[config.mk]
export PLATFORM = sky130hd
export DESIGN_NAME = elsi_ctrl
export DESIGN_NICKNAME = d
export VERILOG_FILES = /design/src/rtl/elsi_pkg.sv /design/src/rtl/elsi_ctrl.sv
export SDC_FILE = /design/constraint.sdc
export NUM_CORES = 1
export LEC_CHECK = 0
export BUFFER_PORTS_ARGS = -buffer_cell sky130_fd_sc_hd__buf_4
export CORE_ASPECT_RATIO = 0.75
export CORE_UTILIZATION = 35
export DETAILED_ROUTE_END_ITERATION = 7
export GPL_TIMING_DRIVEN = 0
export PLACE_DENSITY = 0.58
export SLEW_MARGIN = 25
export SYNTH_ARGS = -nofsm -noshare
export SYNTH_HDL_FRONTEND = slang
export SYNTH_SLANG_ARGS = --single-unit
[constraint.sdc]
create_clock -name clk -period 1.3 [get_ports clk]
set_input_delay 0.195 -clock clk [delete_from_list [all_inputs] [get_ports clk]]
set_output_delay 0.195 -clock clk [all_outputs]
set_load 0.05 [all_outputs]
[src/rtl/elsi_pkg.sv]
// ----------------------------------------------------------------------------
// elsi_pkg: shared constants and types of the error list sorted insert block
// Field widths, operation codes, datapath command codes and the command and
// status structs that join the controller to the datapath.
// ----------------------------------------------------------------------------
`default_nettype none

package elsi_pkg;

  // Field and storage sizes
  localparam int IDX_W       = 10;
  localparam int MAX_ENTRIES = 1 << IDX_W;
  localparam int CNT_W       = IDX_W + 1;
  localparam int ERR_W       = 63;
  localparam int OP_W        = 2;

  // Operation codes of an input word
  localparam logic [OP_W-1:0] OP_INIT    = 2'd0;
  localparam logic [OP_W-1:0] OP_NORMAL  = 2'd1;
  localparam logic [OP_W-1:0] OP_SPECIAL = 2'd2;
  localparam logic [OP_W-1:0] OP_NONE    = 2'd3;

  // Error store write select
  localparam logic [1:0] EW_NONE  = 2'd0;
  localparam logic [1:0] EW_SPLIT = 2'd1;
  localparam logic [1:0] EW_NEW   = 2'd2;
  localparam logic [1:0] EW_INIT  = 2'd3;

  // Error store read address select
  localparam logic ER_ORDQ = 1'b0;
  localparam logic ER_TIDX = 1'b1;

  // Order store write select (data at address)
  localparam logic [3:0] OW_NONE       = 4'd0;
  localparam logic [3:0] OW_ZERO_AT0   = 4'd1;
  localparam logic [3:0] OW_ONE_AT1    = 4'd2;
  localparam logic [3:0] OW_TAIL_AT1   = 4'd3;
  localparam logic [3:0] OW_TAIL_LAST  = 4'd4;
  localparam logic [3:0] OW_VAL_POS    = 4'd5;
  localparam logic [3:0] OW_VAL_POSM1  = 4'd6;
  localparam logic [3:0] OW_IMAX_POSM1 = 4'd7;
  localparam logic [3:0] OW_TIDX_POS   = 4'd8;

  // Order store read address select
  localparam logic [2:0] OR_MAXPOS = 3'd0;
  localparam logic [2:0] OR_POSM1  = 3'd1;
  localparam logic [2:0] OR_POSM2  = 3'd2;
  localparam logic [2:0] OR_POSP1  = 3'd3;
  localparam logic [2:0] OR_LAST   = 3'd4;
  localparam logic [2:0] OR_LASTM1 = 3'd5;

  // Register update select
  localparam logic [4:0] RG_NONE     = 5'd0;
  localparam logic [4:0] RG_LOAD_IN  = 5'd1;
  localparam logic [4:0] RG_FLAGS    = 5'd2;
  localparam logic [4:0] RG_INIT     = 5'd3;
  localparam logic [4:0] RG_BUMP     = 5'd4;
  localparam logic [4:0] RG_IMAX     = 5'd5;
  localparam logic [4:0] RG_EMAX     = 5'd6;
  localparam logic [4:0] RG_VAL      = 5'd7;
  localparam logic [4:0] RG_POS_DEC  = 5'd8;
  localparam logic [4:0] RG_L2_START = 5'd9;
  localparam logic [4:0] RG_POS_INC  = 5'd10;
  localparam logic [4:0] RG_BOUND    = 5'd11;
  localparam logic [4:0] RG_TIDX     = 5'd12;
  localparam logic [4:0] RG_EMIN     = 5'd13;
  localparam logic [4:0] RG_FINISH   = 5'd14;
  localparam logic [4:0] RG_RES_ORD  = 5'd15;
  localparam logic [4:0] RG_RES_IMAX = 5'd16;
  localparam logic [4:0] RG_OUT      = 5'd17;

  // Controller to datapath
  typedef struct packed {
    logic [1:0] err_wr;
    logic       err_rd;
    logic [3:0] ord_wr;
    logic [2:0] ord_rd;
    logic [4:0] reg_op;
  } cmd_t;

  // Datapath to controller
  typedef struct packed {
    logic op_init;
    logic op_bad;
    logic special;
    logic cnt_zero;
    logic cnt_full;
    logic short_list;
    logic pos_zero;
    logic pos_gt1;
    logic pos_gt_bound;
    logic next_lt_last;
    logic last_ge_bound;
    logic up_gt;
    logic dn_lt;
    logic ins_ge;
  } sts_t;

endpackage

`default_nettype wire

[src/rtl/elsi_ctrl.sv]
// ----------------------------------------------------------------------------
// elsi_ctrl: sequencer of the error list sorted insert block
// Walks one operation through its store writes and the three ordering
// passes, issuing one command word to the datapath per cycle.
// ----------------------------------------------------------------------------
`default_nettype none

module elsi_ctrl
  import elsi_pkg::*;
(
  input  wire   clk,
  input  wire   rst_n,
  input  wire   in_valid,
  output logic  in_ready,
  input  wire   out_ready,
  output logic  out_valid,
  input  sts_t  sts,
  output cmd_t  cmd
);

  localparam logic [4:0] S_IDLE  = 5'd0;
  localparam logic [4:0] S_DEC   = 5'd1;
  localparam logic [4:0] S_INIT  = 5'd2;
  localparam logic [4:0] S_WSPL  = 5'd3;
  localparam logic [4:0] S_WNEW  = 5'd4;
  localparam logic [4:0] S_IMAX  = 5'd5;
  localparam logic [4:0] S_SM0   = 5'd6;
  localparam logic [4:0] S_SM1   = 5'd7;
  localparam logic [4:0] S_EMAX  = 5'd8;
  localparam logic [4:0] S_L1B   = 5'd9;
  localparam logic [4:0] S_L1C   = 5'd10;
  localparam logic [4:0] S_L2A   = 5'd11;
  localparam logic [4:0] S_L2B   = 5'd12;
  localparam logic [4:0] S_L2C   = 5'd13;
  localparam logic [4:0] S_L2E   = 5'd14;
  localparam logic [4:0] S_L3A   = 5'd15;
  localparam logic [4:0] S_L3B   = 5'd16;
  localparam logic [4:0] S_L3C   = 5'd17;
  localparam logic [4:0] S_L3D   = 5'd18;
  localparam logic [4:0] S_L3E   = 5'd19;
  localparam logic [4:0] S_RDRES = 5'd20;
  localparam logic [4:0] S_LDRES = 5'd21;
  localparam logic [4:0] S_FIN   = 5'd22;

  logic [4:0] state_r;
  logic [4:0] state_nxt;
  logic       out_valid_r;
  logic       out_valid_nxt;

  // Next state and command decode
  always_comb begin
    state_nxt = state_r;
    cmd       = '0;
    in_ready  = 1'b0;
    case (state_r)
      S_IDLE: begin
        in_ready = 1'b1;
        if (in_valid) begin
          cmd.reg_op = RG_LOAD_IN;
          state_nxt  = S_DEC;
        end
      end
      S_DEC: begin
        cmd.reg_op = RG_FLAGS;
        if (sts.op_init) begin
          state_nxt = S_INIT;
        end else if (sts.op_bad || sts.cnt_zero || sts.cnt_full) begin
          state_nxt = S_RDRES;
        end else begin
          state_nxt = S_WSPL;
        end
      end
      S_INIT: begin
        cmd.err_wr = EW_INIT;
        cmd.ord_wr = OW_ZERO_AT0;
        cmd.reg_op = RG_INIT;
        state_nxt  = S_RDRES;
      end
      S_WSPL: begin
        cmd.err_wr = EW_SPLIT;
        state_nxt  = S_WNEW;
      end
      S_WNEW: begin
        cmd.err_wr = EW_NEW;
        cmd.ord_rd = OR_MAXPOS;
        cmd.reg_op = RG_BUMP;
        state_nxt  = S_IMAX;
      end
      S_IMAX: begin
        // capture the maximum entry and fetch its error
        cmd.reg_op = RG_IMAX;
        cmd.err_rd = ER_ORDQ;
        if (sts.short_list) begin
          state_nxt = S_SM0;
        end else begin
          if (sts.special) begin
            cmd.ord_wr = OW_TAIL_LAST;
          end
          state_nxt = S_EMAX;
        end
      end
      S_SM0: begin
        if (sts.special) begin
          cmd.ord_wr = OW_TAIL_AT1;
          cmd.reg_op = RG_RES_IMAX;
          state_nxt  = S_FIN;
        end else begin
          cmd.ord_wr = OW_ZERO_AT0;
          state_nxt  = S_SM1;
        end
      end
      S_SM1: begin
        cmd.ord_wr = OW_ONE_AT1;
        cmd.reg_op = RG_RES_IMAX;
        state_nxt  = S_FIN;
      end
      S_EMAX: begin
        cmd.reg_op = RG_EMAX;
        cmd.ord_rd = OR_POSM1;
        state_nxt  = sts.pos_zero ? S_L2A : S_L1B;
      end
      // Upward pass: move the maximum past smaller neighbors
      S_L1B: begin
        cmd.reg_op = RG_VAL;
        cmd.err_rd = ER_ORDQ;
        state_nxt  = S_L1C;
      end
      S_L1C: begin
        if (sts.up_gt) begin
          cmd.ord_wr = OW_VAL_POS;
          cmd.ord_rd = OR_POSM2;
          cmd.reg_op = RG_POS_DEC;
          state_nxt  = sts.pos_gt1 ? S_L1B : S_L2A;
        end else begin
          state_nxt = S_L2A;
        end
      end
      // Top-down insertion of the maximum entry
      S_L2A: begin
        cmd.reg_op = RG_L2_START;
        cmd.ord_rd = OR_POSP1;
        state_nxt  = sts.next_lt_last ? S_L2B : S_L2E;
      end
      S_L2B: begin
        cmd.reg_op = RG_VAL;
        cmd.err_rd = ER_ORDQ;
        state_nxt  = S_L2C;
      end
      S_L2C: begin
        if (sts.dn_lt) begin
          cmd.ord_wr = OW_VAL_POSM1;
          cmd.ord_rd = OR_POSP1;
          cmd.reg_op = RG_POS_INC;
          state_nxt  = sts.next_lt_last ? S_L2B : S_L2E;
        end else begin
          state_nxt = S_L2E;
        end
      end
      S_L2E: begin
        cmd.ord_wr = OW_IMAX_POSM1;
        cmd.ord_rd = OR_LAST;
        cmd.reg_op = RG_BOUND;
        state_nxt  = S_L3A;
      end
      // Bottom-up insertion of the tail entry
      S_L3A: begin
        cmd.reg_op = RG_TIDX;
        cmd.err_rd = ER_TIDX;
        state_nxt  = S_L3B;
      end
      S_L3B: begin
        cmd.reg_op = RG_EMIN;
        cmd.ord_rd = OR_LASTM1;
        state_nxt  = sts.last_ge_bound ? S_L3C : S_L3E;
      end
      S_L3C: begin
        cmd.reg_op = RG_VAL;
        cmd.err_rd = ER_ORDQ;
        state_nxt  = S_L3D;
      end
      S_L3D: begin
        if (sts.ins_ge) begin
          cmd.ord_wr = OW_VAL_POS;
          cmd.ord_rd = OR_POSM2;
          cmd.reg_op = RG_POS_DEC;
          state_nxt  = sts.pos_gt_bound ? S_L3C : S_L3E;
        end else begin
          state_nxt = S_L3E;
        end
      end
      S_L3E: begin
        cmd.ord_wr = OW_TIDX_POS;
        cmd.reg_op = RG_FINISH;
        state_nxt  = S_RDRES;
      end
      // Report the entry at the maximum position
      S_RDRES: begin
        cmd.ord_rd = OR_MAXPOS;
        state_nxt  = S_LDRES;
      end
      S_LDRES: begin
        cmd.reg_op = RG_RES_ORD;
        state_nxt  = S_FIN;
      end
      S_FIN: begin
        // hold until the output register is free
        if (!out_valid_r || out_ready) begin
          cmd.reg_op = RG_OUT;
          state_nxt  = S_IDLE;
        end
      end
      default: begin
        state_nxt = S_IDLE;
      end
    endcase
  end

  // Output word valid: set on load, drop when taken
  always_comb begin
    if (cmd.reg_op == RG_OUT) begin
      out_valid_nxt = 1'b1;
    end else if (out_ready) begin
      out_valid_nxt = 1'b0;
    end else begin
      out_valid_nxt = out_valid_r;
    end
  end

  always_ff @(posedge clk) begin
    if (!rst_n) begin
      state_r     <= S_IDLE;
      out_valid_r <= 1'b0;
    end else begin
      state_r     <= state_nxt;
      out_valid_r <= out_valid_nxt;
    end
  end

  assign out_valid = out_valid_r;

endmodule

`default_nettype wire

==> impl_results.md, run 1 <==
* Register bit count reported by yosys at 6
* Failing checks: negative setup slack
* Slew @ Worst Pin at 0.324 ns
* Final Hold Fails at 0
* CTS tree: done
* Placed cell count at 221
* Place WS at -0.476 ns
* Worst path cell trace: buf_8 > nand2b_1 > nor2_2 > a21oi_1 > a2bb2oi_2 > o22ai_4 > buf_6
* Critical path fanouts, max at 8
* Die Wd at 63.1 um
* DR top layer: met4
* Number of placed I/O pins at 35
* Remaining Overflow, GRT at 0
* Clk pin slew, worst setup/hold paths at 0.05 ns
* Rel. slew slack at 0.784
* H-tree depth at 1
* Req. time, crit path at 1.11 ns
* Post-CTS Hold Fix Bufs at 0
* Setup CP Type: reg -> out
* WHS Endpoint: state_r[2]$_SDFFE_PN0P_
* VDD IR-drop max at approximately 0.0014 V
* Worst hold path type: in -> reg
* Post-Route WL at 6250 um
* Core Rows at 16
* Initial Util at 0.374
* DRT iter0 DRCs at 218
* All-Layer GR Usage at 0.318
* Post-synth cell types at 46
* Yosys warning count at 0
* Diodes inserted at 0
* Number of port buffers at 34
* Wire length on met2 at 2670 um
* TritonCTS sink count at 6
* Max_cap viols at 0
* EDFF count, synth at 0
* Nets at around 250
* Post-route clock period utilization at 1.48
* Synthesized Nets at approximately 170
* Area Growth Syn to Fin at 141%
* Post-Synthesis Cells at 151
* Syn_area_per_cell at 6.49 um2
* Vias/cell at 6.44
* Sequential-to-total area share from yosys stat at 0.123
* Mapped cell area at about 980 um2
* CP max stage cell: dfxtp_4
* Max incr delay on CP at 0.36 ns
* Worst-case reg-to-reg path depth at 7
* Routability cong. at 0.925
* Core Footprint at 2620 um2
* Leak at 0.000915 uW
* Data arrival time of the worst path at 1.73 ns
* Via count at 1713
* Most common cell after layout, fill and taps aside: buf_4
* Die Y at 47.8 um
* Clock skew at 0.00855 ns
* Status: finished, violations left
* Root Driver: clkbuf_8
* Achievable Freq at 521 MHz
* Min-Delay Path Depth at 2
* Pwr/cell area at 2410 nW/um2
* Asr flop ratio synth at 0
* Startpoint Class: flip-flop
* CTS buffer count at 3
* Final setup violation count at 21
* Layout cell share with drive strength beyond 1 at 0.739
* CTS Buffer Depth at 2
* WL met3 at 857 um
* DRT Pass-1 Iters at 5
* HPWL Detailed at about 2900 um
* Clock latency on the worst-skew pair at 0.24 ns
* First-pass GRT wire length at 7130 um
* Reg2Reg Setup Slack at -0.33 ns
* Routed met1 length at ~2300 um
* Crit Reg-Reg Startpoint: state_r[0]$_SDFFE_PN0P_
* Final Max Slew Viols at 0
* Routed len/inst at 23.5 um
* Delay-heaviest family, CP: simple AND/OR/NAND/NOR gates
* Fin crit period at about 1.9 ns
* RSZ-0062 raised after global routing: true
* Initial antenna violation count at 0
* ANT nets after route at 0
* Sum Neg Setup Slack at -8.27 ns
* Reg2reg end: state_r[1]$_SDFFE_PN0P_
* HP Start: rst_n
* Most frequent cells in the layout: buf_4 (44), buf_6 (29), buf_8 (11), nand2_1 (10)
* Vias in the first global route at 1360
* Final routed DRC violation total at 0
* Die area at 3020 um2
* Synth Flop Type: dfxtp_1
* Final std cells w/o fill at 266
* Worst setup margin at -0.621 ns
* Crit path buf inv count at 2
* Largest net degree at the start of global routing at 11
* Setup crit end kind: output pin
[cells by family (layout without fill, tap and decap cells)]
family / after synthesis / in the layout / synth area share
and+or+nand+nor: 64 / 64 / 0.337
AOI/OAI and AO/OA: 60 / 60 / 0.405
buffers and inverters: 18 / 97 / 0.107
DFF: 6 / 6 / 0.123
xor gates and xnor gates: 2 / 2 / 0.0179
adders and majority gates: 1 / 1 / 0.0102
[per-layer routing]
layer | up-vias | track usage
li1 | 716 | -
met1 | 776 | 0.423
met2 | 165 | 0.501
met3 | 56 | 0.0976
met4 | 0 | 0.0977
met5 | - | 0
[stage by stage]
step / utilization / instance area (um2) / hold slack, ns / power, uW
2_1_floorplan: - / 1240 / 0.315 / 2760
3_3_place_gp: 0.588 / 1540 / 0.476 / 3440
3_5_place_dp: 0.588 / 1540 / 0.470 / 3430
4_1_cts: 0.762 / 2000 / 0.240 / 4610
5_1_grt: 0.900 / 2360 / 0.241 / 5840
6_report: 0.900 / 2360 / 0.235 / 5690
[what timing repair did]
action	4_1_cts	5_1_grt
pin swaps	14	21
setup endpoints to repair	20	20
setup buffers	18	24
gates cloned	1	0
resized for setup	66	58
[cells in the mapped netlist (2+ instances only)]
master	number	area [um2]
and2_1	2	12.5
buf_2	6	30.0
a21o_1	2	15.0
nand3b_1	2	15.0
xnor2_1	2	17.5
o31ai_1	2	15.0
o22ai_1	8	50.1
a22oi_1	2	15.0
a2bb2oi_1	2	17.5
a211oi_1	2	15.0
nor2_2	2	12.5
inv_1	6	22.5
o31a_1	2	17.5
a21oi_1	15	75.1
nand3_1	6	30.0
o2111a_1	2	22.5
o21ai_0	14	70.1
buf_6	3	33.8
buf_4	2	15.0
and2b_1	3	22.5
nand2_1	18	67.6
dfxtp_1	6	120
nor2_1	15	56.3
nand2b_1	3	18.8
nor3_1	3	15.0
[area by class of cell]
class,instances,area [um2]
well taps,36,45.0
flip-flops and latches,6,138
repair buffers,76,726
fillers,104,262
multi-input cells,127,1220
clock buffers,4,45.0
inverters,6,25.0
plain buffers,11,164
[worst max-delay path by stage]
stage	end	cells past startpoint	from	slack [ns]
2_1_floorplan	cmd[0]	4	state_r[2]$_SDFFE_PN0P_	-0.21
3_3_place_gp	cmd[6]	7	state_r[2]$_SDFFE_PN0P_	-0.47
3_5_place_dp	cmd[6]	7	state_r[2]$_SDFFE_PN0P_	-0.48
4_1_cts	cmd[7]	6	state_r[3]$_SDFFE_PN0P_	-0.56
5_1_grt	cmd[1]	7	state_r[0]$_SDFFE_PN0P_	-0.64
6_report	cmd[1]	7	state_r[0]$_SDFFE_PN0P_	-0.62
[state kept, by name, indices dropped and copies added, names as in the netlist]
register   flops
out_valid      1
state_r        5
[power by group]
part / switching, uW / internal, uW
logic: 2760 / 2240
registers: 112 / 259
clock network: 108 / 213
total: 2980 / 2710
Power figures use the tool's default switching activity.
==> run 2: changes to the inputs <==
--- a/config.mk
+++ b/config.mk
@@ -8,8 +8,8 @@
 export BUFFER_PORTS_ARGS = -buffer_cell sky130_fd_sc_hd__buf_4
 export CORE_ASPECT_RATIO = 0.75
-export CORE_UTILIZATION = 35
+export CORE_UTILIZATION = 31
 export DETAILED_ROUTE_END_ITERATION = 7
 export GPL_TIMING_DRIVEN = 0
-export PLACE_DENSITY = 0.58
+export PLACE_DENSITY = 0.52
 export SLEW_MARGIN = 25
 export SYNTH_ARGS = -nofsm -noshare
==> constraint.sdc (replaced) <==
create_clock -name clk -period 1.3 [get_ports clk]
set_input_delay 0.13 -clock clk [delete_from_list [all_inputs] [get_ports clk]]
set_output_delay 0.13 -clock clk [all_outputs]
set_load 0.05 [all_outputs]
==> run 2 against run 1 <==
Compared with the run above: the flow still finishes with violations (negative setup slack); power up 4.9%; via count rose by 1.1%; die area increased by 12%; first-iteration DRC count fell by 39%; largest power group unchanged; sequential cell count stayed put; cell count up 4.5%; sequential power shrank 2%; clock skew shrank 0.0027 ns; wire length shrank 1.6%; register-to-register slack lost 0.04 ns; worst hold slack worse by 0.047 ns; design area is 9.1% higher.
==> impl_results.md, run 2 (same netlist as run 1, synthesis figures left out) <==
* CTS buffer count at 3 (unchanged)
* Crit Reg-Reg Startpoint: state_r[1]$_SDFFE_PN0P_
* Max_cap viols at 0 (unchanged)
* Clock latency on the worst-skew pair at 0.22 ns (-0.02 ns)
* First-pass GRT wire length at 8630 um (+21%)
* Area Growth Syn to Fin at 163%
* Pwr/cell area at 2320 nW/um2 (-3.9%)
* Storage element area at 140 um2 (+1.8%)
* Vias/cell at 6.23 (-3.3%)
* Util after Layout at 0.865 (-0.0352)
* HP Start: rst_n
* Status: finished, violations left
* RSZ-0062 raised after global routing: true
* CTS tree: done
* CTS Buffer Depth at 2 (unchanged)
* Worst path cell trace: buf_8 > and2b_2 > and2_4 > a41oi_4 > buf_6 > o21ai_4 > buf_6
* H-tree depth at 1 (unchanged)
* Max reg flops at 5 (unchanged)
* Core Rows at 17 (+1)
* Setup CP Type: reg -> out
* Final Hold Fails at 0 (unchanged)
* TritonCTS sink count at 6 (unchanged)
* Die area at 3390 um2 (+12%)
* Vias in the first global route at 1622 (+19%)
* HPWL Detailed at 3060 um (+4.7%)
* Die Wd at 66.9 um (+6.1%)
* Final routed DRC violation total at 0 (unchanged)
* Number of placed I/O pins at 35 (unchanged)
* VDD IR-drop max at 0.00142 V (+4.9%)
* Routed len/inst at 22.1 um (-5.8%)
* DRT Pass-1 Iters at 5 (unchanged)
* Fin crit period at 1.80 ns (-0.122 ns)
* Min-Delay Path Depth at 2 (unchanged)
* Nets at 260 (+4.4%)
* Number of cells on the critical path at 7 (unchanged)
* Req. time, crit path at 1.17 ns (+0.06 ns)
* Post-CTS Hold Fix Bufs at 0 (unchanged)
* Initial antenna violation count at 0 (unchanged)
* Root Driver: clkbuf_8
* Worst hold path type: in -> reg
* Via count at 1732 (+1.1%)
* Startpoint Class: flip-flop
* Crit path buf inv count at 3 (+1)
* Multi-input gate area at 1260 um2 (+3.2%)
* Post-Route WL at 6150 um (-1.6%)
* Biggest register: state_r
* Final Max Slew Viols at 0 (unchanged)
* Worst-case reg-to-reg path depth at 8 (+1)
* Setup crit end kind: output pin
* Max incr delay on CP at 0.35 ns (about the same)
* Reg2Reg Setup Slack at -0.37 ns (-0.04 ns)
* Most common cell after layout, fill and taps aside: buf_4
* WHS Endpoint: state_r[4]$_SDFFE_PN0P_
* Delay-heaviest family, CP: buffers and inverters
* Remaining Overflow, GRT at 0 (unchanged)
* Routability cong. at 0.925 (about the same)
* Reg2reg end: state_r[1]$_SDFFE_PN0P_
* Final setup violation count at 20 (-4.8%)
* Failing checks: negative setup slack
* Clock skew at 0.00590 ns (-0.00265 ns)
* Leak at 0.00100 uW (+9.8%)
* Initial Util at 0.329 (-0.0446)
* Diodes inserted at 0 (unchanged)
* Layout cell share with drive strength beyond 1 at 0.758 (+0.0192)
* Clk pin slew, worst setup/hold paths at 0.04 ns (about the same)
* Slew @ Worst Pin at 0.341 ns (+0.0174 ns)
* Die Y at 50.7 um (+6.0%)
* Post-route clock period utilization at 1.38 (-0.0936)
* CP max stage cell: dfxtp_4
* Largest net degree at the start of global routing at 11 (unchanged)
* Achievable Freq at 556 MHz (+6.8%)
* Data arrival time of the worst path at 1.67 ns (-0.06 ns)
* Critical path fanouts, max at 5 (-3)
* Number of port buffers at 34 (unchanged)
* CP dominant cell by count: buf_6
* ANT nets after route at 0 (unchanged)
* DRT iter0 DRCs at 132 (-39%)
* Core Footprint at 2980 um2 (+14%)
* Fill count at 148 (+42%)
* Worst setup margin at -0.499 ns (+0.122 ns)
* Worst hold slack at 0.188 ns (-0.0469 ns)
* Most frequent cells in the layout: buf_4 (47), buf_6 (32), nor2_4 (11), buf_12 (10), nand2_1 (10)
* Rel. slew slack at 0.770 (-0.0133)
* All-Layer GR Usage at 0.351 (+0.0325)
==> run 2: per-stage QoR <==
step                cell area, um2  setup slack [ns]  total power [uW]  setup TNS, ns  instances
global route                  2580            -0.537              6140          -7.72        278
floorplan                     1300            -0.177              2900          -1.43        151
finish                        2580            -0.499              5960          -7.08        278
CTS                           2350            -0.466              5200          -6.09        269
detailed placement            1600            -0.409              3610          -4.49        223
global placement              1600            -0.399              3630          -4.54        223
==> run 2: power by group <==
| group | switching (uW) | internal, uW | leakage [uW] |
|---|---|---|---|
| clock network | 80.9 | 199 | 0.0000216 |
| logic | 2840 | 2480 | 0.000930 |
| registers | 107 | 257 | 0.0000531 |
| total | 3030 | 2930 | 0.00100 |
==> run 2: what timing repair did <==
item / 4_1_cts / 5_1_grt
setup buffers: 46 / 13
endpoints found under the setup margin: 20 / 21
cloned: 1 / 0
gates resized for setup: 91 / 36
pin swaps: 29 / 21
==> run 2: worst max-delay path by stage <==
stage,startpoint,end,slack [ns]
after global routing,state_r[0]$_SDFFE_PN0P_,cmd[10],-0.54
after CTS,state_r[0]$_SDFFE_PN0P_,cmd[6],-0.47
after floorplan,state_r[4]$_SDFFE_PN0P_,state_r[4]$_SDFFE_PN0P_,-0.18
final,state_r[0]$_SDFFE_PN0P_,cmd[10],-0.50
after global placement,state_r[3]$_SDFFE_PN0P_,cmd[6],-0.40
after detailed placement,state_r[3]$_SDFFE_PN0P_,cmd[10],-0.41
==> run 2: layout make-up <==
cell class                 instances  area share
tap                               38      0.0185
timing repair buffer              87       0.339
multi-input combinational        127       0.488
inverter                           6      0.0117
sequential                         6      0.0544
buffer                            11      0.0724
clock buffer                       3      0.0160
==> run 2: per-layer routing <==
metal | wire, um | GRT usage | share of wire
met4 | 155 | 0.0532 | 0.025
met1 | 2420 | 0.458 | 0.39
met2 | 2860 | 0.581 | 0.47
met5 | 0 | 0 | 0
met3 | 712 | 0.0955 | 0.12
